$ cat config.mk
export PLATFORM = sky130hd
export DESIGN_NAME = sgf_move_record_parser
export DESIGN_NICKNAME = d
export VERILOG_FILES = /design/src/rtl/core/smrp_pkg.sv /design/src/rtl/core/smrp_fifo.sv /design/src/rtl/core/smrp_front.sv /design/src/rtl/core/smrp_back.sv /design/src/rtl/core/sgf_move_record_parser.sv
export SDC_FILE = /design/constraint.sdc
export NUM_CORES = 1
export LEC_CHECK = 0
export ABC_AREA = 1
export ABC_CLOCK_PERIOD_IN_PS = 10500
export BUFFER_PORTS_ARGS = -buffer_cell sky130_fd_sc_hd__buf_2
export CAP_MARGIN = 20
export CELL_PAD_IN_SITES_DETAIL_PLACEMENT = 1
export CELL_PAD_IN_SITES_GLOBAL_PLACEMENT = 2
export CORE_MARGIN = 1
export CORE_UTILIZATION = 35
export CTS_BUF_LIST = sky130_fd_sc_hd__clkbuf_4 sky130_fd_sc_hd__clkbuf_8
export CTS_CLUSTER_SIZE = 28
export DETAILED_ROUTE_END_ITERATION = 12
export PLACE_DENSITY_LB_ADDON = 0.1
export SKIP_CTS_REPAIR_TIMING = 1
export SYNTH_ARGS = -nofsm -noshare
export SYNTH_HDL_FRONTEND = slang
export SYNTH_SLANG_ARGS = --single-unit
$ cat constraint.sdc
create_clock -name clk -period 10.5 [get_ports clk]
set_clock_uncertainty 0.1 [all_clocks]
set_input_delay 2.1 -clock clk [delete_from_list [all_inputs] [get_ports clk]]
set_output_delay 2.1 -clock clk [all_outputs]
set_load 0.005 [all_outputs]
$ cat src/rtl/core/smrp_pkg.sv
// Shared types and constants for the game record parser.
package smrp_pkg;

  // Action codes on the input side.
  localparam logic [1:0] ACT_DATA  = 2'd0;
  localparam logic [1:0] ACT_START = 2'd1;
  localparam logic [1:0] ACT_END   = 2'd2;

  // Result kinds.
  localparam logic [1:0] KIND_MOVE   = 2'd0;
  localparam logic [1:0] KIND_FAIL   = 2'd1;
  localparam logic [1:0] KIND_FINISH = 2'd2;

  localparam logic [7:0] BOARD_SIZE_RESET = 8'd19;

  // Characters the parser looks for.
  localparam logic [7:0] CHAR_A      = 8'h41;
  localparam logic [7:0] CHAR_Z      = 8'h5A;
  localparam logic [7:0] CHAR_LOW_A  = 8'h61;
  localparam logic [7:0] CHAR_LOW_Z  = 8'h7A;
  localparam logic [7:0] CHAR_ZERO   = 8'h30;
  localparam logic [7:0] CHAR_NINE   = 8'h39;
  localparam logic [7:0] CHAR_SPACE  = 8'h20;
  localparam logic [7:0] CHAR_TAB    = 8'h09;
  localparam logic [7:0] CHAR_CR     = 8'h0D;
  localparam logic [7:0] CHAR_PLUS   = 8'h2B;
  localparam logic [7:0] CHAR_MINUS  = 8'h2D;
  localparam logic [7:0] CHAR_DOT    = 8'h2E;
  localparam logic [7:0] CHAR_LBRACK = 8'h5B;
  localparam logic [7:0] CHAR_RBRACK = 8'h5D;
  localparam logic [7:0] CHAR_LPAREN = 8'h28;
  localparam logic [7:0] CHAR_SEMI   = 8'h3B;
  localparam logic [7:0] CHAR_B      = 8'h42;
  localparam logic [7:0] CHAR_W      = 8'h57;
  localparam logic [7:0] CHAR_S      = 8'h53;
  localparam logic [7:0] CHAR_K      = 8'h4B;
  localparam logic [7:0] CHAR_M      = 8'h4D;

  // Number parsing phases.
  typedef enum logic [2:0] {
    PH_LEAD   = 3'd0,
    PH_SIGNED = 3'd1,
    PH_INT    = 3'd2,
    PH_FRAC   = 3'd3,
    PH_DONE   = 3'd4
  } phase_t;

  // A classified request from the front to the back.
  typedef struct packed {
    logic [1:0] action;
    logic [7:0] data;
    logic [7:0] data_upper;
    logic       is_letter;
    logic       is_digit;
    logic [3:0] digit;
    logic       is_space;
    logic       is_sign;
    logic       is_minus;
    logic       is_dot;
    logic       is_open;
    logic       is_lbrack;
    logic       is_rbrack;
  } item_t;

  typedef struct packed {
    logic [1:0]  kind;
    logic        stone_color;
    logic [7:0]  column;
    logic [7:0]  row;
    logic [7:0]  size_out;
    logic [15:0] komi_tenths;
    logic        record_ok;
  } result_t;

endpackage

$ cat src/rtl/core/smrp_fifo.sv
// Small register queue used between the parser stages and at the output.
module smrp_fifo #(
  parameter int WIDTH = 8,
  parameter int DEPTH = 2
) (
  input  logic             clk,
  input  logic             rst,
  input  logic             push,
  input  logic [WIDTH-1:0] wr_data,
  output logic             full,
  input  logic             pop,
  output logic [WIDTH-1:0] rd_data,
  output logic             empty
);

  localparam int AW = $clog2(DEPTH);
  localparam int CW = $clog2(DEPTH + 1);

  logic [WIDTH-1:0] mem [DEPTH];
  logic [AW-1:0]    wr_ptr;
  logic [AW-1:0]    rd_ptr;
  logic [CW-1:0]    count;
  logic             do_push;
  logic             do_pop;

  assign full    = (count == CW'(DEPTH));
  assign empty   = (count == '0);
  assign do_push = push && !full;
  assign do_pop  = pop && !empty;
  assign rd_data = mem[rd_ptr];

  always_ff @(posedge clk) begin
    if (rst) begin
      wr_ptr <= '0;
      rd_ptr <= '0;
      count  <= '0;
    end else begin
      if (do_push) begin
        wr_ptr <= (wr_ptr == AW'(DEPTH - 1)) ? '0 : wr_ptr + AW'(1);
      end
      if (do_pop) begin
        rd_ptr <= (rd_ptr == AW'(DEPTH - 1)) ? '0 : rd_ptr + AW'(1);
      end
      if (do_push && !do_pop) begin
        count <= count + CW'(1);
      end else if (do_pop && !do_push) begin
        count <= count - CW'(1);
      end
    end
  end

  always_ff @(posedge clk) begin
    if (do_push) begin
      mem[wr_ptr] <= wr_data;
    end
  end

  a_count_bound: assert property (@(posedge clk) disable iff (rst)
    count <= CW'(DEPTH))
    else $error("queue count beyond depth");

  a_ptr_match: assert property (@(posedge clk) disable iff (rst)
    (wr_ptr == rd_ptr) |-> (count == '0 || count == CW'(DEPTH)))
    else $error("queue pointers disagree with count");

  a_push_grows: assert property (@(posedge clk) disable iff (rst)
    (do_push && !do_pop) |=> (count == $past(count) + CW'(1)))
    else $error("push without pop did not grow the queue");

endmodule

$ cat src/rtl/core/smrp_front.sv
// Front end: accepts raw bytes and classifies them for the parser core.
module smrp_front (
  input  logic                push,
  input  logic [1:0]          action,
  input  logic [7:0]          data_byte,
  output logic                full,
  input  logic                mid_full,
  output logic                mid_push,
  output smrp_pkg::item_t     mid_item
);

  logic       lower;
  logic [7:0] upper;
  logic       known_action;

  assign lower = (data_byte >= smrp_pkg::CHAR_LOW_A) && (data_byte <= smrp_pkg::CHAR_LOW_Z);
  assign upper = lower ? (data_byte - 8'd32) : data_byte;

  // The unused action code never reaches the core.
  assign known_action = (action == smrp_pkg::ACT_DATA) || (action == smrp_pkg::ACT_START) ||
                        (action == smrp_pkg::ACT_END);

  assign full     = mid_full;
  assign mid_push = push && !mid_full && known_action;

  always_comb begin
    mid_item            = '0;
    mid_item.action     = action;
    mid_item.data       = data_byte;
    mid_item.data_upper = upper;
    mid_item.is_letter  = (upper >= smrp_pkg::CHAR_A) && (upper <= smrp_pkg::CHAR_Z);
    mid_item.is_digit   = (data_byte >= smrp_pkg::CHAR_ZERO) &&
                          (data_byte <= smrp_pkg::CHAR_NINE);
    mid_item.digit      = mid_item.is_digit ? 4'(data_byte - smrp_pkg::CHAR_ZERO) : 4'd0;
    mid_item.is_space   = (data_byte == smrp_pkg::CHAR_SPACE) ||
                          ((data_byte >= smrp_pkg::CHAR_TAB) &&
                           (data_byte <= smrp_pkg::CHAR_CR));
    mid_item.is_minus   = (data_byte == smrp_pkg::CHAR_MINUS);
    mid_item.is_sign    = mid_item.is_minus || (data_byte == smrp_pkg::CHAR_PLUS);
    mid_item.is_dot     = (data_byte == smrp_pkg::CHAR_DOT);
    mid_item.is_open    = (data_byte == smrp_pkg::CHAR_LPAREN) ||
                          (data_byte == smrp_pkg::CHAR_SEMI);
    mid_item.is_lbrack  = (data_byte == smrp_pkg::CHAR_LBRACK);
    mid_item.is_rbrack  = (data_byte == smrp_pkg::CHAR_RBRACK);
  end

endmodule

$ cat src/rtl/core/smrp_back.sv
// Parser core: keeps key, value and number state and produces results.
module smrp_back #(
  parameter int KOMI_BITS = 16
) (
  input  logic                 clk,
  input  logic                 rst,
  input  logic                 cfg_write_enable,
  input  logic [7:0]           cfg_write_data,
  input  logic                 item_valid,
  input  smrp_pkg::item_t      item,
  output logic                 take,
  input  logic                 out_full,
  output logic                 res_valid,
  output smrp_pkg::result_t    res
);

  // The accumulator must hold the size cap of 256 as well as the komi cap.
  localparam int NW = (KOMI_BITS > 9) ? KOMI_BITS : 9;
  localparam int WW = NW + 4;
  localparam logic [WW-1:0] KOMI_CAP  = WW'(64'd1 << (KOMI_BITS - 1));
  localparam logic [WW-1:0] SIZE_CAP  = WW'(256);
  localparam logic [NW-1:0] KOMI_MAX  = NW'((64'd1 << (KOMI_BITS - 1)) - 64'd1);

  logic [7:0]                  default_size;
  logic                        in_value, in_value_next;
  logic [7:0]                  key_one, key_one_next;
  logic [7:0]                  key_two, key_two_next;
  logic [1:0]                  key_count, key_count_next;
  logic [7:0]                  val_one, val_one_next;
  logic [7:0]                  val_two, val_two_next;
  logic [1:0]                  value_count, value_count_next;
  logic [NW-1:0]               accum, accum_next;
  logic                        negative, negative_next;
  smrp_pkg::phase_t            phase, phase_next;
  logic                        failed, failed_next;
  logic [7:0]                  board_size, board_size_next;
  logic signed [KOMI_BITS-1:0] komi_value, komi_value_next;

  logic          key_km, key_sz, key_b, key_w;
  logic [WW-1:0] accum_wide, cap, times_ten, int_sum, frac_sum;
  logic [NW-1:0] int_clamped, frac_clamped, neg_mag;
  logic          col_ok, row_ok;
  logic          do_clear, do_start, int_step;

  assign take = item_valid && !out_full;

  assign key_km = (key_count == 2'd2) && (key_one == smrp_pkg::CHAR_K) &&
                  (key_two == smrp_pkg::CHAR_M);
  assign key_sz = (key_count == 2'd2) && (key_one == smrp_pkg::CHAR_S) &&
                  (key_two == smrp_pkg::CHAR_Z);
  assign key_b  = (key_count == 2'd1) && (key_one == smrp_pkg::CHAR_B);
  assign key_w  = (key_count == 2'd1) && (key_one == smrp_pkg::CHAR_W);

  // Multiply by ten as two shifts and an add.
  assign accum_wide   = WW'(accum);
  assign cap          = key_km ? KOMI_CAP : SIZE_CAP;
  assign times_ten    = (accum_wide << 3) + (accum_wide << 1);
  assign int_sum      = times_ten + (key_km ? WW'(item.digit) * WW'(10) : WW'(item.digit));
  assign frac_sum     = accum_wide + WW'(item.digit);
  assign int_clamped  = (int_sum > cap) ? NW'(cap) : NW'(int_sum);
  assign frac_clamped = (frac_sum > cap) ? NW'(cap) : NW'(frac_sum);
  assign neg_mag      = NW'(0) - accum;

  // Value characters are stored upper-cased, so only the lower bound and size matter.
  assign col_ok = (val_one >= smrp_pkg::CHAR_A) && ((val_one - smrp_pkg::CHAR_A) < board_size);
  assign row_ok = (val_two >= smrp_pkg::CHAR_A) && ((val_two - smrp_pkg::CHAR_A) < board_size);

  always_comb begin
    in_value_next    = in_value;
    key_one_next     = key_one;
    key_two_next     = key_two;
    key_count_next   = key_count;
    val_one_next     = val_one;
    val_two_next     = val_two;
    value_count_next = value_count;
    accum_next       = accum;
    negative_next    = negative;
    phase_next       = phase;
    failed_next      = failed;
    board_size_next  = board_size;
    komi_value_next  = komi_value;
    res_valid        = 1'b0;
    res              = '0;
    do_clear         = 1'b0;
    do_start         = 1'b0;
    int_step         = 1'b0;

    if (take) begin
      unique case (item.action)
        smrp_pkg::ACT_START: begin
          do_start = 1'b1;
        end
        smrp_pkg::ACT_END: begin
          res_valid       = 1'b1;
          res.kind        = smrp_pkg::KIND_FINISH;
          res.size_out    = board_size;
          res.komi_tenths = 16'(komi_value);
          res.record_ok   = !failed;
          do_start        = 1'b1;
        end
        smrp_pkg::ACT_DATA: begin
          if (!failed) begin
            priority if (item.is_open) begin
              do_clear = 1'b1;
            end else if (!in_value) begin
              priority if (item.is_letter) begin
                if (key_count == 2'd0) begin
                  key_one_next = item.data;
                end else if (key_count == 2'd1) begin
                  key_two_next = item.data;
                end
                if (key_count != 2'd3) begin
                  key_count_next = key_count + 2'd1;
                end
              end else if (item.is_lbrack) begin
                in_value_next = 1'b1;
              end else begin
                do_clear = 1'b1;
              end
            end else if (item.is_rbrack) begin
              do_clear = 1'b1;
              priority if (key_b || key_w) begin
                res_valid = 1'b1;
                if (value_count != 2'd2 || !col_ok || !row_ok) begin
                  failed_next = 1'b1;
                  res.kind    = smrp_pkg::KIND_FAIL;
                end else begin
                  res.kind        = smrp_pkg::KIND_MOVE;
                  res.stone_color = key_w;
                  res.column      = val_one - smrp_pkg::CHAR_A;
                  res.row         = val_two - smrp_pkg::CHAR_A;
                end
              end else if (key_sz) begin
                if (negative && accum != '0) begin
                  board_size_next = 8'd0;
                end else begin
                  board_size_next = (accum > NW'(255)) ? 8'd255 : accum[7:0];
                end
              end else if (key_km) begin
                if (negative) begin
                  komi_value_next = KOMI_BITS'(neg_mag);
                end else begin
                  komi_value_next = (accum > KOMI_MAX) ? KOMI_BITS'(KOMI_MAX)
                                                       : KOMI_BITS'(accum);
                end
              end else begin
                komi_value_next = komi_value;
              end
            end else begin
              if (value_count == 2'd0) begin
                val_one_next = item.data_upper;
              end else if (value_count == 2'd1) begin
                val_two_next = item.data_upper;
              end
              if (value_count != 2'd3) begin
                value_count_next = value_count + 2'd1;
              end
              unique case (phase)
                smrp_pkg::PH_LEAD: begin
                  priority if (item.is_space) begin
                    phase_next = phase;
                  end else if (item.is_sign) begin
                    phase_next    = smrp_pkg::PH_SIGNED;
                    negative_next = item.is_minus;
                  end else begin
                    int_step = 1'b1;
                  end
                end
                smrp_pkg::PH_SIGNED, smrp_pkg::PH_INT: begin
                  int_step = 1'b1;
                end
                smrp_pkg::PH_FRAC: begin
                  if (item.is_digit) begin
                    accum_next = frac_clamped;
                  end
                  phase_next = smrp_pkg::PH_DONE;
                end
                default: begin
                  phase_next = phase;
                end
              endcase
              if (int_step) begin
                priority if (item.is_digit) begin
                  accum_next = int_clamped;
                  phase_next = smrp_pkg::PH_INT;
                end else if (key_km && item.is_dot) begin
                  phase_next = smrp_pkg::PH_FRAC;
                end else begin
                  phase_next = smrp_pkg::PH_DONE;
                end
              end
            end
          end
        end
        default: begin
          res_valid = 1'b0;
        end
      endcase
    end

    if (do_clear || do_start) begin
      in_value_next    = 1'b0;
      key_one_next     = 8'd0;
      key_two_next     = 8'd0;
      key_count_next   = 2'd0;
      val_one_next     = 8'd0;
      val_two_next     = 8'd0;
      value_count_next = 2'd0;
      accum_next       = '0;
      negative_next    = 1'b0;
      phase_next       = smrp_pkg::PH_LEAD;
    end
    if (do_start) begin
      failed_next     = 1'b0;
      board_size_next = default_size;
      komi_value_next = '0;
    end
  end

  always_ff @(posedge clk) begin
    if (rst) begin
      default_size <= smrp_pkg::BOARD_SIZE_RESET;
      in_value     <= 1'b0;
      key_one      <= 8'd0;
      key_two      <= 8'd0;
      key_count    <= 2'd0;
      val_one      <= 8'd0;
      val_two      <= 8'd0;
      value_count  <= 2'd0;
      accum        <= '0;
      negative     <= 1'b0;
      phase        <= smrp_pkg::PH_LEAD;
      failed       <= 1'b0;
      board_size   <= smrp_pkg::BOARD_SIZE_RESET;
      komi_value   <= '0;
    end else begin
      if (cfg_write_enable) begin
        default_size <= cfg_write_data;
      end
      in_value    <= in_value_next;
      key_one     <= key_one_next;
      key_two     <= key_two_next;
      key_count   <= key_count_next;
      val_one     <= val_one_next;
      val_two     <= val_two_next;
      value_count <= value_count_next;
      accum       <= accum_next;
      negative    <= negative_next;
      phase       <= phase_next;
      failed      <= failed_next;
      board_size  <= board_size_next;
      komi_value  <= komi_value_next;
    end
  end

  a_fail_sticky: assert property (@(posedge clk) disable iff (rst)
    (failed && take && item.action == smrp_pkg::ACT_DATA) |=> failed)
    else $error("failure flag dropped on a data byte");

  a_move_on_board: assert property (@(posedge clk) disable iff (rst)
    (res_valid && res.kind == smrp_pkg::KIND_MOVE) |->
      (res.column < board_size && res.row < board_size))
    else $error("move emitted off the board");

  a_result_needs_take: assert property (@(posedge clk) disable iff (rst)
    res_valid |-> take)
    else $error("result produced without a request");

  a_open_clears: assert property (@(posedge clk) disable iff (rst)
    (take && item.action == smrp_pkg::ACT_DATA && !failed && item.is_open) |=>
      (!in_value && key_count == 2'd0 && value_count == 2'd0))
    else $error("open byte did not restart collection");

endmodule

$ cat src/rtl/core/sgf_move_record_parser.sv
// Top level of the game record parser: front end, request queue, core, result queue.
// Path: a request is written to the request queue, taken by the core, and its result is
//   registered in the result queue; the core takes nothing while that queue is full.
// Throughput: one request per cycle outside such stalls; state updates once per request.
// Reset: synchronous, clears both queues and the parser; default board size returns to 19.
module sgf_move_record_parser #(
  parameter int KOMI_BITS    = 16,
  parameter int QUEUE_DEPTH  = 2,
  parameter int RESULT_DEPTH = 2
) (
  input  logic              clk,
  input  logic              rst,
  input  logic              cfg_write_enable,
  input  logic [7:0]        cfg_write_data,
  input  logic              push,
  output logic              full,
  input  logic [1:0]        action,
  input  logic [7:0]        data_byte,
  input  logic              pop,
  output logic              empty,
  output logic [1:0]        result_kind,
  output logic              stone_color,
  output logic [7:0]        column,
  output logic [7:0]        row,
  output logic [7:0]        size_out,
  output logic signed [15:0] komi_tenths,
  output logic              record_ok
);

  smrp_pkg::item_t   mid_in, mid_out;
  smrp_pkg::result_t res, res_out;
  logic              mid_push, mid_full, mid_empty, take;
  logic              res_valid, out_full;

  smrp_front u_front (
    .push      (push),
    .action    (action),
    .data_byte (data_byte),
    .full      (full),
    .mid_full  (mid_full),
    .mid_push  (mid_push),
    .mid_item  (mid_in)
  );

  smrp_fifo #(
    .WIDTH ($bits(smrp_pkg::item_t)),
    .DEPTH (QUEUE_DEPTH)
  ) u_mid_queue (
    .clk     (clk),
    .rst     (rst),
    .push    (mid_push),
    .wr_data (mid_in),
    .full    (mid_full),
    .pop     (take),
    .rd_data (mid_out),
    .empty   (mid_empty)
  );

  smrp_back #(
    .KOMI_BITS (KOMI_BITS)
  ) u_back (
    .clk              (clk),
    .rst              (rst),
    .cfg_write_enable (cfg_write_enable),
    .cfg_write_data   (cfg_write_data),
    .item_valid       (!mid_empty),
    .item             (mid_out),
    .take             (take),
    .out_full         (out_full),
    .res_valid        (res_valid),
    .res              (res)
  );

  smrp_fifo #(
    .WIDTH ($bits(smrp_pkg::result_t)),
    .DEPTH (RESULT_DEPTH)
  ) u_result_queue (
    .clk     (clk),
    .rst     (rst),
    .push    (res_valid),
    .wr_data (res),
    .full    (out_full),
    .pop     (pop),
    .rd_data (res_out),
    .empty   (empty)
  );

  assign result_kind = res_out.kind;
  assign stone_color = res_out.stone_color;
  assign column      = res_out.column;
  assign row         = res_out.row;
  assign size_out    = res_out.size_out;
  assign komi_tenths = res_out.komi_tenths;
  assign record_ok   = res_out.record_ok;

endmodule
==> results of run 1 <==
-- worst paths after layout --
path	start	to	slack [ns]	cells past startpoint
min	u_mid_queue.rd_ptr	u_mid_queue.rd_ptr	0.36	1
max	flop	u_back.accum[1]	4.37	38
max reg2reg	flop	u_back.accum[1]	4.37	38
min reg2reg	u_mid_queue.rd_ptr	u_mid_queue.rd_ptr	0.36	1
-- sequential cells by signal, summed over array words and instances, names as in the netlist, 2 cells and up, named ones only --
name and count:
u_result_queue.mem 88, u_back.komi_value 16, u_back.default_size 8, u_back.key_two 8, u_back.val_one 8, u_back.phase 3
u_back.key_one 8, u_back.value_count 2, u_result_queue.count 2, u_back.accum 16, u_back.val_two 8, u_mid_queue.count 2
u_back.board_size 8, u_back.key_count 2, u_mid_queue.mem 52
-- synth_stat cells, types with 3 or more instances --
cell         n  area, µm²
nand2_1    366       1370
inv_1      196        736
nor2_1     172        646
edfxtp_1   140       4200
a21oi_1    128        641
dfxtp_1    100       2000
nand3_1     97        485
ha_1        74        926
o21ai_0     64        320
mux2_2      44        495
clkbuf_1    27        101
nand4_1     24        150
nor3_1      17       85.1
o211ai_1    15        113
buf_2       12       60.1
inv_2       12       45.0
xor2_1      12        105
o21ai_1     10       50.1
xnor2_1      9       78.8
a22oi_1      8       60.1
a31oi_1      8       50.1
or2_2        8       50.1
buf_4        7       52.6
fa_1         7        140
nand2_2      7       43.8
a211oi_1     6       45.0
nor2_2       6       37.5
nor4_1       6       37.5
mux2i_1      5       50.1
nand3b_1     4       30.0
nor2_4       4       45.0
o2111ai_1    4       35.0
o21a_1       3       22.5
o22ai_1      3       18.8
-- report_power, final --
group / switching [mW] / internal (mW)
combinational: 0.431 / 0.216
sequential: 0.0328 / 1.08
clock: 0.412 / 0.567
total: 0.876 / 1.86
-- stage by stage --
| step | cells | utilization (%) |
|---|---|---|
| floorplan | 1631 | - |
| global placement | 2171 | 37.9 |
| detailed placement | 2171 | 37.9 |
| CTS | 2251 | 40.5 |
| global route | 2253 | 40.6 |
| finish | 2253 | 40.6 |
-- layer usage --
metal,routed length (µm),part of all wire (%)
met1,19500,50
met2,17500,45
met3,1300,3.3
met4,961,2.4
met5,0,0
-- layout make-up --
cell class	count	area, µm²	share of cell area [%]
multi-input cells	1133	6340	41.2
flip-flops and latches	240	6210	40.3
inverters	210	793	5.15
clock buffers	61	752	4.89
well taps	511	639	4.15
repair buffers	79	443	2.88
clock inverters	19	211	1.37
-- kinds of logic after synthesis --
group / synth area share (%)
compound gates: 10.7
mux: 4.02
simple gates: 22.7
buf+inv: 7.60
fa+ha+maj: 7.86
flops: 45.8
xor+xnor: 1.36
-- critical path, delay by kind of cell (launching register included) --
family / cells / cell delay [ns]
compound gates: 6 / 0.94
xor+xnor: 1 / 0.10
fa+ha+maj: 5 / 1.60
buf+inv: 8 / 0.97
flops: 1 / 0.31
simple gates: 18 / 2.07
==> implementation parameters, run 1 <==
Parameter                              Value

Global routing
  Met1 usage    27.9%
  Met2 track utilization from global routing    32.5%
  Vias in the first global route    11,453
  Global Route met3 Usage    3.26%
  Largest net degree at the start of global routing    45
  GRT busiest layer    met2
  First-pass GRT wire length    62.2 mm
  Number of antenna violations at the first check in global routing    0
  Tot GR Track Use    20.3%
  Aggregate global routing overflow    0

Setup path
  Maximum fanout encountered on the critical timing path    28
  Largest stage delay on the critical path    0.44 ns
  Critical path data required time    10.92 ns
  Arrival time of data at the critical path endpoint    6.56 ns
  Critical Path Most Common Cell    nand2_1
  Worst path slowest cell    fa_1
  Type of origin of the critical path    flop
  CP Class    flop to flop
  Crit path capture type    flop

Run
  Max-capacitance violation count    0

Layout
  Share of layout cells above drive strength 1    14.5%
  Cell area after layout    15,400 µm²
  Antenna Cells    0
  Fillcell total    4,587
  Total number of nets in the final design    1,811
  Commonest cells after routing, fill and taps aside    nand2_1 (366), inv_1 (196), nor2_1 (168)
  Area growth from synthesis to layout    13.5%
  Most frequent standard cell in the layout excluding fill and tap cells    nand2_1

Power and ir drop
  Largest voltage drop on the vdd net    80.2 µV
  Power per unit of standard cell area    178 nW/µm²
  Pleak    6.49 nW
  Power after layout    2.73 mW

Outcome
  Result of the run    completed

Yosys
  Synth Net Count    1,735
  Async set-reset flop share out of synthesis    0%
  Synth Warn #    0
  Top flip-flop cell by instance count after synthesis    edfxtp_1
  Count of unique library cells instantiated by Yosys    52
  Average cell area after synthesis    8.31 µm²
  Mapped cell area    13,600 µm²
  Proportion of synthesized chip area in sequential cells    45.8%
  Cell count after synthesis    1,631
  EDFF count, synth    140
  Number of synthesized register bits    240

Clock network
  Number of buffers created by CTS    43
  Root Driver    clkbuf_8
  Number of H-tree branching levels    2
  # clock sinks    240
  Clk Latency, worst-skew pair    0.61 ns
  TritonCTS clock tree    done
  Clock tree buffer depth    3
  Clock-pin slew on the worst setup and hold paths    0.06 ns

Floorplanning
  Num rows    71
  Floorplan Core Area    37,900 µm²
  Initial cell density of the core    35.7%
  Die outline height    199 µm
  Total die area    39,500 µm²
  Number of ports placed on the die boundary    69
  Die width    199 µm

Placed design
  Placed cell areas    14,400 µm²
  HPWL after detailed placement    29.3 mm
  Buffers added on ports    68
  Final GP Congestion    0.824
  Post-Place Setup Slack    4.30 ns

Routing
  Aggregate routed wire length    39.2 mm
  Number of optimization iterations in the first detailed-route pass    5
  Number of remaining DRC errors    0
  Iter 0 DRT Violations    466
  Antenna Violating Nets Remaining    0
  WL/cell    17.4 µm
  Via count    11,099
  Number of vias per cell after detailed routing    4.93

Timing
  Final worst-path setup slack    4.37 ns
  Hold Vio Cnt, Final    0
  Period minus WS final    6.13 ns
  Count of final setup violators    0
  Setup repair after global routing missed its margin    false
  Peak clock frequency supported by timing    0.163 GHz
  Worst Tran Pin Value    0.858 ns
  Final period utilization    58.4%
  Final number of max-transition violations    0
  Fin Hold WS    0.358 ns
  Summed negative setup slack over all endpoints    0 ns
  Worst max-slew margin expressed relative to the limit    42.8%

Hold path
  Hold/Removal Path Class    flop to flop
No activity file was read; power rests on OpenSTA's default activity.
==> run 2: changes to the inputs <==
--- a/config.mk
+++ b/config.mk
@@ -5,8 +5,8 @@
 export SDC_FILE = /design/constraint.sdc
 export NUM_CORES = 1
 export LEC_CHECK = 0
-export ABC_AREA = 1
-export ABC_CLOCK_PERIOD_IN_PS = 10500
+export ABC_AREA = 0
+export ABC_CLOCK_PERIOD_IN_PS = 6200
 export BUFFER_PORTS_ARGS = -buffer_cell sky130_fd_sc_hd__buf_2
 export CAP_MARGIN = 20
 export CELL_PAD_IN_SITES_DETAIL_PLACEMENT = 1
==> constraint.sdc (replaced) <==
create_clock -name clk -period 6.2 [get_ports clk]
set_clock_uncertainty 0.1 [all_clocks]
set_input_delay 1.24 -clock clk [delete_from_list [all_inputs] [get_ports clk]]
set_output_delay 1.24 -clock clk [all_outputs]
set_load 0.005 [all_outputs]
==> run 2 against run 1 <==
Against the previous run: count of clock-buffer cells in the layout rose by 9; clock power increased by 57%; highest routed layer unchanged; critical path type unchanged; global-route usage decreased by 1.5 points; cell count fell by 19%; core utilization shrank 0.27 points; combinational power is 50% higher.
==> implementation parameters, run 2 <==
Parameter                              Value

Outcome
  Result of the run    completed

Yosys
  Synth top cells by count    edfxtp_1 (140), nor2_1 (126), dfxtp_1 (100)
  Top cells by area in the synthesized netlist    edfxtp_1 (32%), dfxtp_1 (15%), ha_1 (7.1%), mux2_2 (4.4%), nor2_1 (3.7%)
  Synth Warn #    0 (unchanged)
  Cell count after synthesis    1,253 (-23%)
  Synth Net Count    1,356 (-22%)
  Proportion of synthesized chip area in sequential cells    47.9% (+2.2 points)
  Top-count cell post-synth    edfxtp_1
  Async set-reset flop share out of synthesis    0% (unchanged)
  EDFF count, synth    140 (unchanged)
  Average cell area after synthesis    10.3 µm² (+24%)
  Share of Yosys cell area claimed by the top area cell type    32.5% (+1.5 points)
  Top flip-flop cell by instance count after synthesis    edfxtp_1
  Count of unique library cells instantiated by Yosys    84 (+62%)
  Number of synthesized register bits    240 (unchanged)
  Mapped cell area    12,900 µm² (-4.5%)
  Post-synth top area cell    edfxtp_1

Power and ir drop
  Pleak    5.41 nW (-17%)
  Largest voltage drop on the vdd net    129 µV (+61%)
  Part of the total power dissipated in sequential elements    42.8% (+2.3 points)
  Sw Share    30.4% (-1.6 points)
  Power share of the combinational group    22.1% (-1.6 points)
  Total net switching power    1.34 mW (+53%)
  P_int    3.05 mW (+64%)
  Power per unit of standard cell area    298 nW/µm² (+68%)
  Clock network fraction of total power    35.1% (-0.7 points)

Placed design
  Buffers added on ports    68 (unchanged)
  HPWL after detailed placement    24.9 mm (-15%)
  Final GP Congestion    0.784 (-4.9%)

Routing
  WL/cell    19.2 µm (+10%)
  Number of optimization iterations in the first detailed-route pass    8 (+3)
  Via count    9,582 (-14%)
  Aggregate routed wire length    35.1 mm (-11%)
  Number of remaining DRC errors    0 (unchanged)
  Iter 0 DRT Violations    323 (-31%)
  Antenna Violating Nets Remaining    0 (unchanged)
  Number of vias per cell after detailed routing    5.25 (+6.5%)

Timing
  Hold Vio Cnt, Final    0 (unchanged)
  Peak clock frequency supported by timing    0.174 GHz (+6.8%)
  Final number of max-transition violations    0 (unchanged)
  Count of final setup violators    0 (unchanged)
  Summed negative setup slack over all endpoints    0 ns (unchanged)
  Fin Hold WS    0.351 ns (-0.00710 ns)
  Worst max-slew margin expressed relative to the limit    37.3% (-5.6 points)
  Worst Tran Pin Value    0.938 ns (+0.0800 ns)
  Final period utilization    92.7% (+34 points)
  Period minus WS final    5.75 ns (-0.388 ns)
  Setup repair after global routing missed its margin    false

Clock network
  Number of H-tree branching levels    2 (unchanged)
  Clock tree buffer depth    3 (unchanged)
  Number of buffers created by CTS    45 (+4.7%)
  TritonCTS clock tree    done
  Clk Latency, worst-skew pair    0.61 ns (about the same)
  Clock-pin slew on the worst setup and hold paths    0.06 ns (about the same)
  Root Driver    clkbuf_8
  # clock sinks    240 (unchanged)

Layout
  Leading registers by flop count    u_result_queue.mem: 88 flops, u_mid_queue.mem: 52 flops
  Fillcell total    4,120 (-10%)
  Number of flip-flops under the largest register name    88 (unchanged)
  Total number of nets in the final design    1,425 (-21%)
  Area growth from synthesis to layout    13.7%
  Share of layout cells above drive strength 1    18.2% (+3.7 points)
  Commonest cells after routing, fill and taps aside    edfxtp_1 (140), nor2_1 (126), dfxtp_1 (98)
  Antenna Cells    0 (unchanged)
  Register with the most flip-flops    u_result_queue.mem
  Most frequent standard cell in the layout excluding fill and tap cells    edfxtp_1

Setup path
  Maximum fanout encountered on the critical timing path    10 (-64%)
  Reg-to-reg setup timing slack    0.45 ns (-3.91 ns)
  Depth of the worst register-to-register path    20 (-47%)
  Crit path capture type    flop
  Type of origin of the critical path    flop
  Critical path data required time    6.63 ns (-4.29 ns)
  Critical R2R Capture    u_back.accum[0]
  CP Class    flop to flop
  Arrival time of data at the critical path endpoint    6.18 ns (-0.38 ns)

Global routing
  First-pass GRT wire length    55.9 mm (-10%)
  Vias in the first global route    9,829 (-14%)
  Largest net degree at the start of global routing    52 (+16%)
  Aggregate global routing overflow    0 (unchanged)
  Tot GR Track Use    18.8% (-1.5 points)
  Number of antenna violations at the first check in global routing    0 (unchanged)

Hold path
  Hold Path Origin    u_back.komi_value[13]
  Number of instances on the worst hold path    2 (+1)
  Worst-case hold path end point    u_back.komi_value[13]
  Hold/Removal Path Class    flop to flop

Floorplanning
  Number of ports placed on the die boundary    69 (unchanged)
  Die outline height    194 µm (-2.2%)
  Die width    194 µm (-2.2%)
  Num rows    70 (-1.4%)
  Total die area    37,800 µm² (-4.4%)
  Initial cell density of the core    35.5% (-0.29 points)
  Floorplan Core Area    36,500 µm² (-3.7%)

Run
  Max-capacitance violation count    0 (unchanged)
-- run 2: per-stage QoR --
stage	utilization [%]	instances	setup slack [ns]	total power, mW	area, µm²
after floorplan	-	1253	0.144	2.53	13000
after CTS	40.2	1824	0.286	4.47	14700
final	40.3	1826	0.454	4.39	14700
after global routing	40.3	1826	0.0736	4.65	14700
after detailed placement	37.7	1741	0.346	2.89	13800
after global placement	37.7	1741	0.482	2.88	13800
-- run 2: worst max-delay path by stage --
stage                     slack, ns  startpoint               to
after floorplan                0.14        flop  u_back.accum[0]
after global placement         0.48        flop  u_back.accum[0]
after detailed placement       0.35        flop  u_back.accum[0]
after CTS                      0.29        flop  u_back.accum[0]
after global routing           0.07        flop  u_back.accum[0]
final                          0.45        flop  u_back.accum[0]
-- run 2: power by group through the flow --
stage	sequential (mW)	clock [mW]	combinational (mW)
floorplan	1.89	0	0.641
global route	1.89	1.67	1.08
finish	1.88	1.54	0.972
CTS	1.88	1.61	0.984
global placement	1.91	0	0.969
detailed placement	1.91	0	0.977
-- run 2: cells by family after synthesis --
| logic type | share of synthesized area, % |
|---|---|
| XOR/XNOR | 3.45 |
| buffers and inverters | 3.57 |
| flip-flops | 47.9 |
| multiplexers | 6.68 |
| adder cells (fa/ha/maj) | 8.21 |
| AND/OR/NAND/NOR | 16.3 |
| AO/OA/AOI/OAI | 13.8 |
-- run 2: routing by layer --
metal / vias up / wire length, µm / GRT usage, %
li1: 4756 / - / -
met1: 4639 / 18100 / 27.0
met2: 137 / 15100 / 28.8
met3: 50 / 1200 / 3.57
met4: 0 / 649 / 5.29
met5: - / 0 / 0
-- run 2: critical path, stage by stage, from the launching register on --
cell	delay, ns
dfxtp_2	0.40
mux2_2	0.41
ha_1	0.31
ha_1	0.22
ha_1	0.19
a21oi_1	0.14
xor2_1	0.17
nor2_1	0.07
fa_1	0.43
ha_1	0.37
a21o_1	0.20
a221oi_2	0.40
xnor2_1	0.16
ha_1	0.30
nor4b_1	0.23
o211ai_1	0.14
nor4_1	0.30
o2111a_1	0.33
nand4_4	0.21
or4_1	0.45
a21oi_1	0.16
-- run 2: cell type report --
cell class	count	area, µm²	share of cell area (%)
timing repair buffer	91	526	3.57
sequential	240	6210	42.2
multi-input combinational	892	6300	42.8
clock inverter	13	72.6	0.493
tap	468	586	3.98
clock buffer	70	832	5.65
inverter	52	195	1.33
==> run 3: changes to the inputs <==
--- a/config.mk
+++ b/config.mk
@@ -16,7 +16,7 @@
 export CTS_BUF_LIST = sky130_fd_sc_hd__clkbuf_4 sky130_fd_sc_hd__clkbuf_8
 export CTS_CLUSTER_SIZE = 28
 export DETAILED_ROUTE_END_ITERATION = 12
-export PLACE_DENSITY_LB_ADDON = 0.1
+export PLACE_DENSITY = 0.77
 export SKIP_CTS_REPAIR_TIMING = 1
 export SYNTH_ARGS = -nofsm -noshare
 export SYNTH_HDL_FRONTEND = slang
==> run 3 against run 2 <==
Against the previous run: count of clock-buffer cells in the layout fell by 8; die area did not move; total power fell by 1.6%; clock power fell by 5%; critical endpoint unchanged; largest power group unchanged.
==> implementation parameters, run 3 (synthesized netlist as in run 2, its figures left out) <==
Parameter                              Value

Outcome
  Result of the run    completed

Setup path
  CP Class    flop to flop
  Crit path capture type    flop
  Largest stage delay on the critical path    0.44 ns (about the same)
  Crit path capture    u_back.accum[0]
  Arrival time of data at the critical path endpoint    6.18 ns (about the same)
  Reg-to-reg setup timing slack    0.40 ns (-0.05 ns)
  Critical path data required time    6.58 ns (-0.05 ns)
  Maximum fanout encountered on the critical timing path    10 (unchanged)
  Depth of the worst register-to-register path    20 (unchanged)
  Critical R2R Capture    u_back.accum[0]
  Worst path cell trace    mux2_2 > ha_1 > ha_1 > ha_1 > a21oi_1 > xor2_1 > nor2_1 > fa_1 > ha_1 > a21o_1 > a221oi_2 > xnor2_1 > ha_1 > nor4b_1 > o211ai_1 > nor4_1 > o2111a_2 > nand4_4 > or4_1 > a21oi_1
  Critical Path Most Common Cell    ha_1
  Worst path slowest cell    fa_1
  Type of origin of the critical path    flop

Routing
  Aggregate routed wire length    33.9 mm (-3.5%)
  Via count    9,613 (+0.32%)
  Number of optimization iterations in the first detailed-route pass    4 (-4)
  WL/cell    18.7 µm (-2.8%)
  Number of remaining DRC errors    0 (unchanged)
  Number of vias per cell after detailed routing    5.30 (+1.0%)
  Iter 0 DRT Violations    430 (+33%)
  Antenna Violating Nets Remaining    0 (unchanged)

Layout
  Antenna Cells    0 (unchanged)
  Leading registers by flop count    u_result_queue.mem: 88 flops, u_mid_queue.mem: 52 flops
  Number of flip-flops under the largest register name    88 (unchanged)
  Most frequent standard cell in the layout excluding fill and tap cells    edfxtp_1
  Share of layout cells above drive strength 1    17.4% (-0.79 points)
  Cell area after layout    14,600 µm² (-0.49%)
  Fillcell total    4,083 (-0.90%)
  Area growth from synthesis to layout    13.1%
  Total number of nets in the final design    1,416 (-0.63%)
  Register with the most flip-flops    u_result_queue.mem
  Commonest cells after routing, fill and taps aside    edfxtp_1 (140), nor2_1 (126), dfxtp_1 (98)

Clock network
  TritonCTS clock tree    done
  Clock tree buffer depth    3 (unchanged)
  Clk Latency, worst-skew pair    0.57 ns (-0.04 ns)
  Number of buffers created by CTS    41 (-8.9%)
  # clock sinks    240 (unchanged)
  Root Driver    clkbuf_8
  Clock-pin slew on the worst setup and hold paths    0.06 ns (about the same)
  Number of H-tree branching levels    2 (unchanged)

Floorplanning
  Die width    194 µm (unchanged)
  Total die area    37,800 µm² (unchanged)
  Num rows    70 (unchanged)
  Initial cell density of the core    35.5% (unchanged)
  Floorplan Core Area    36,500 µm² (unchanged)
  Die outline height    194 µm (unchanged)
  Number of ports placed on the die boundary    69 (unchanged)

Timing
  Peak clock frequency supported by timing    0.173 GHz (-0.87%)
  Worst Tran Pin Value    0.955 ns (+0.0172 ns)
  Period minus WS final    5.80 ns (+0.0503 ns)
  Summed negative setup slack over all endpoints    0 ns (unchanged)
  Final worst-path setup slack    0.404 ns (-0.0503 ns)
  Worst max-slew margin expressed relative to the limit    36.1% (-1.1 points)
  Final period utilization    93.5% (+0.81 points)
  Setup repair after global routing missed its margin    false
  Hold Vio Cnt, Final    0 (unchanged)
  Final number of max-transition violations    0 (unchanged)
  Count of final setup violators    0 (unchanged)

Placed design
  Placed cell areas    13,700 µm² (-0.33%)
  Final GP Congestion    0.833 (+6.2%)
  HPWL after detailed placement    24.5 mm (-1.6%)
  Post-Place Setup Slack    0.151 ns (-0.195 ns)
  Buffers added on ports    68 (unchanged)

Hold path
  Hold/Removal Path Class    flop to flop

Power and ir drop
  Power per unit of standard cell area    295 nW/µm² (-1.2%)
  Pleak    5.37 nW (-0.78%)
  Power after layout    4.32 mW (-1.6%)
  Largest voltage drop on the vdd net    105 µV (-18%)

Global routing
  Aggregate global routing overflow    0 (unchanged)
  Tot GR Track Use    18.1% (-0.77 points)
  Vias in the first global route    10,014 (+1.9%)
  Largest net degree at the start of global routing    52 (unchanged)
  Number of antenna violations at the first check in global routing    1 (+1)
  First-pass GRT wire length    54.9 mm (-1.8%)

Run
  Max-capacitance violation count    0 (unchanged)
-- run 3: worst min-delay path by stage --
stage	start	to	slack, ns	cells past startpoint
final	u_back.komi_value[7]	u_back.komi_value[7]	0.35	2
after global routing	u_back.komi_value[6]	u_back.komi_value[6]	0.36	2
after CTS	u_back.komi_value[7]	u_back.komi_value[7]	0.35	2
after detailed placement	u_back.komi_value[7]	u_back.komi_value[7]	0.34	2
after global placement	u_back.komi_value[4]	u_back.komi_value[4]	0.34	2
after floorplan	u_back.komi_value[10]	u_back.komi_value[10]	0.33	2
-- run 3: layout make-up --
| class | instances | area [µm²] | area share, % |
|---|---|---|---|
| flip-flops and latches | 240 | 6210 | 42.4 |
| repair buffers | 86 | 507 | 3.46 |
| multi-input cells | 892 | 6300 | 43.0 |
| inverters | 52 | 195 | 1.33 |
| well taps | 468 | 586 | 4.00 |
| clock buffers | 62 | 759 | 5.19 |
| clock inverters | 13 | 90.1 | 0.615 |
-- run 3: stage by stage --
step	hold slack, ns	utilization (%)	std cells
6_report	0.347	40.1	1813
5_1_grt	0.358	40.1	1813
4_1_cts	0.349	39.9	1810
3_5_place_dp	0.341	37.6	1735
3_3_place_gp	0.338	37.6	1735
2_1_floorplan	0.327	-	1253
-- run 3: critical path, delay by kind of cell, from the launching register on --
family,cells,cell delay (ns)
AOI/OAI and AO/OA,6,1.35
and+or+nand+nor,5,1.24
adders and majority gates,6,1.84
muxes,1,0.42
DFF,1,0.42
xor gates and xnor gates,2,0.32
-- run 3: per-layer routing --
metal / vias to the layer above / routed length [µm] / share of wire, % / track usage [%]
met5: - / 0 / 0 / 0
met2: 140 / 15800 / 47 / 30.1
met1: 4681 / 16200 / 48 / 24.2
met3: 50 / 1020 / 3.0 / 2.64
met4: 0 / 762 / 2.3 / 5.53
li1: 4742 / - / - / -
-- run 3: power by group --
group	leakage [nW]	switching (mW)	internal, mW
Sequential	2.03	0.0683	1.82
Clock	0.455	0.648	0.827
Combinational	2.89	0.580	0.375
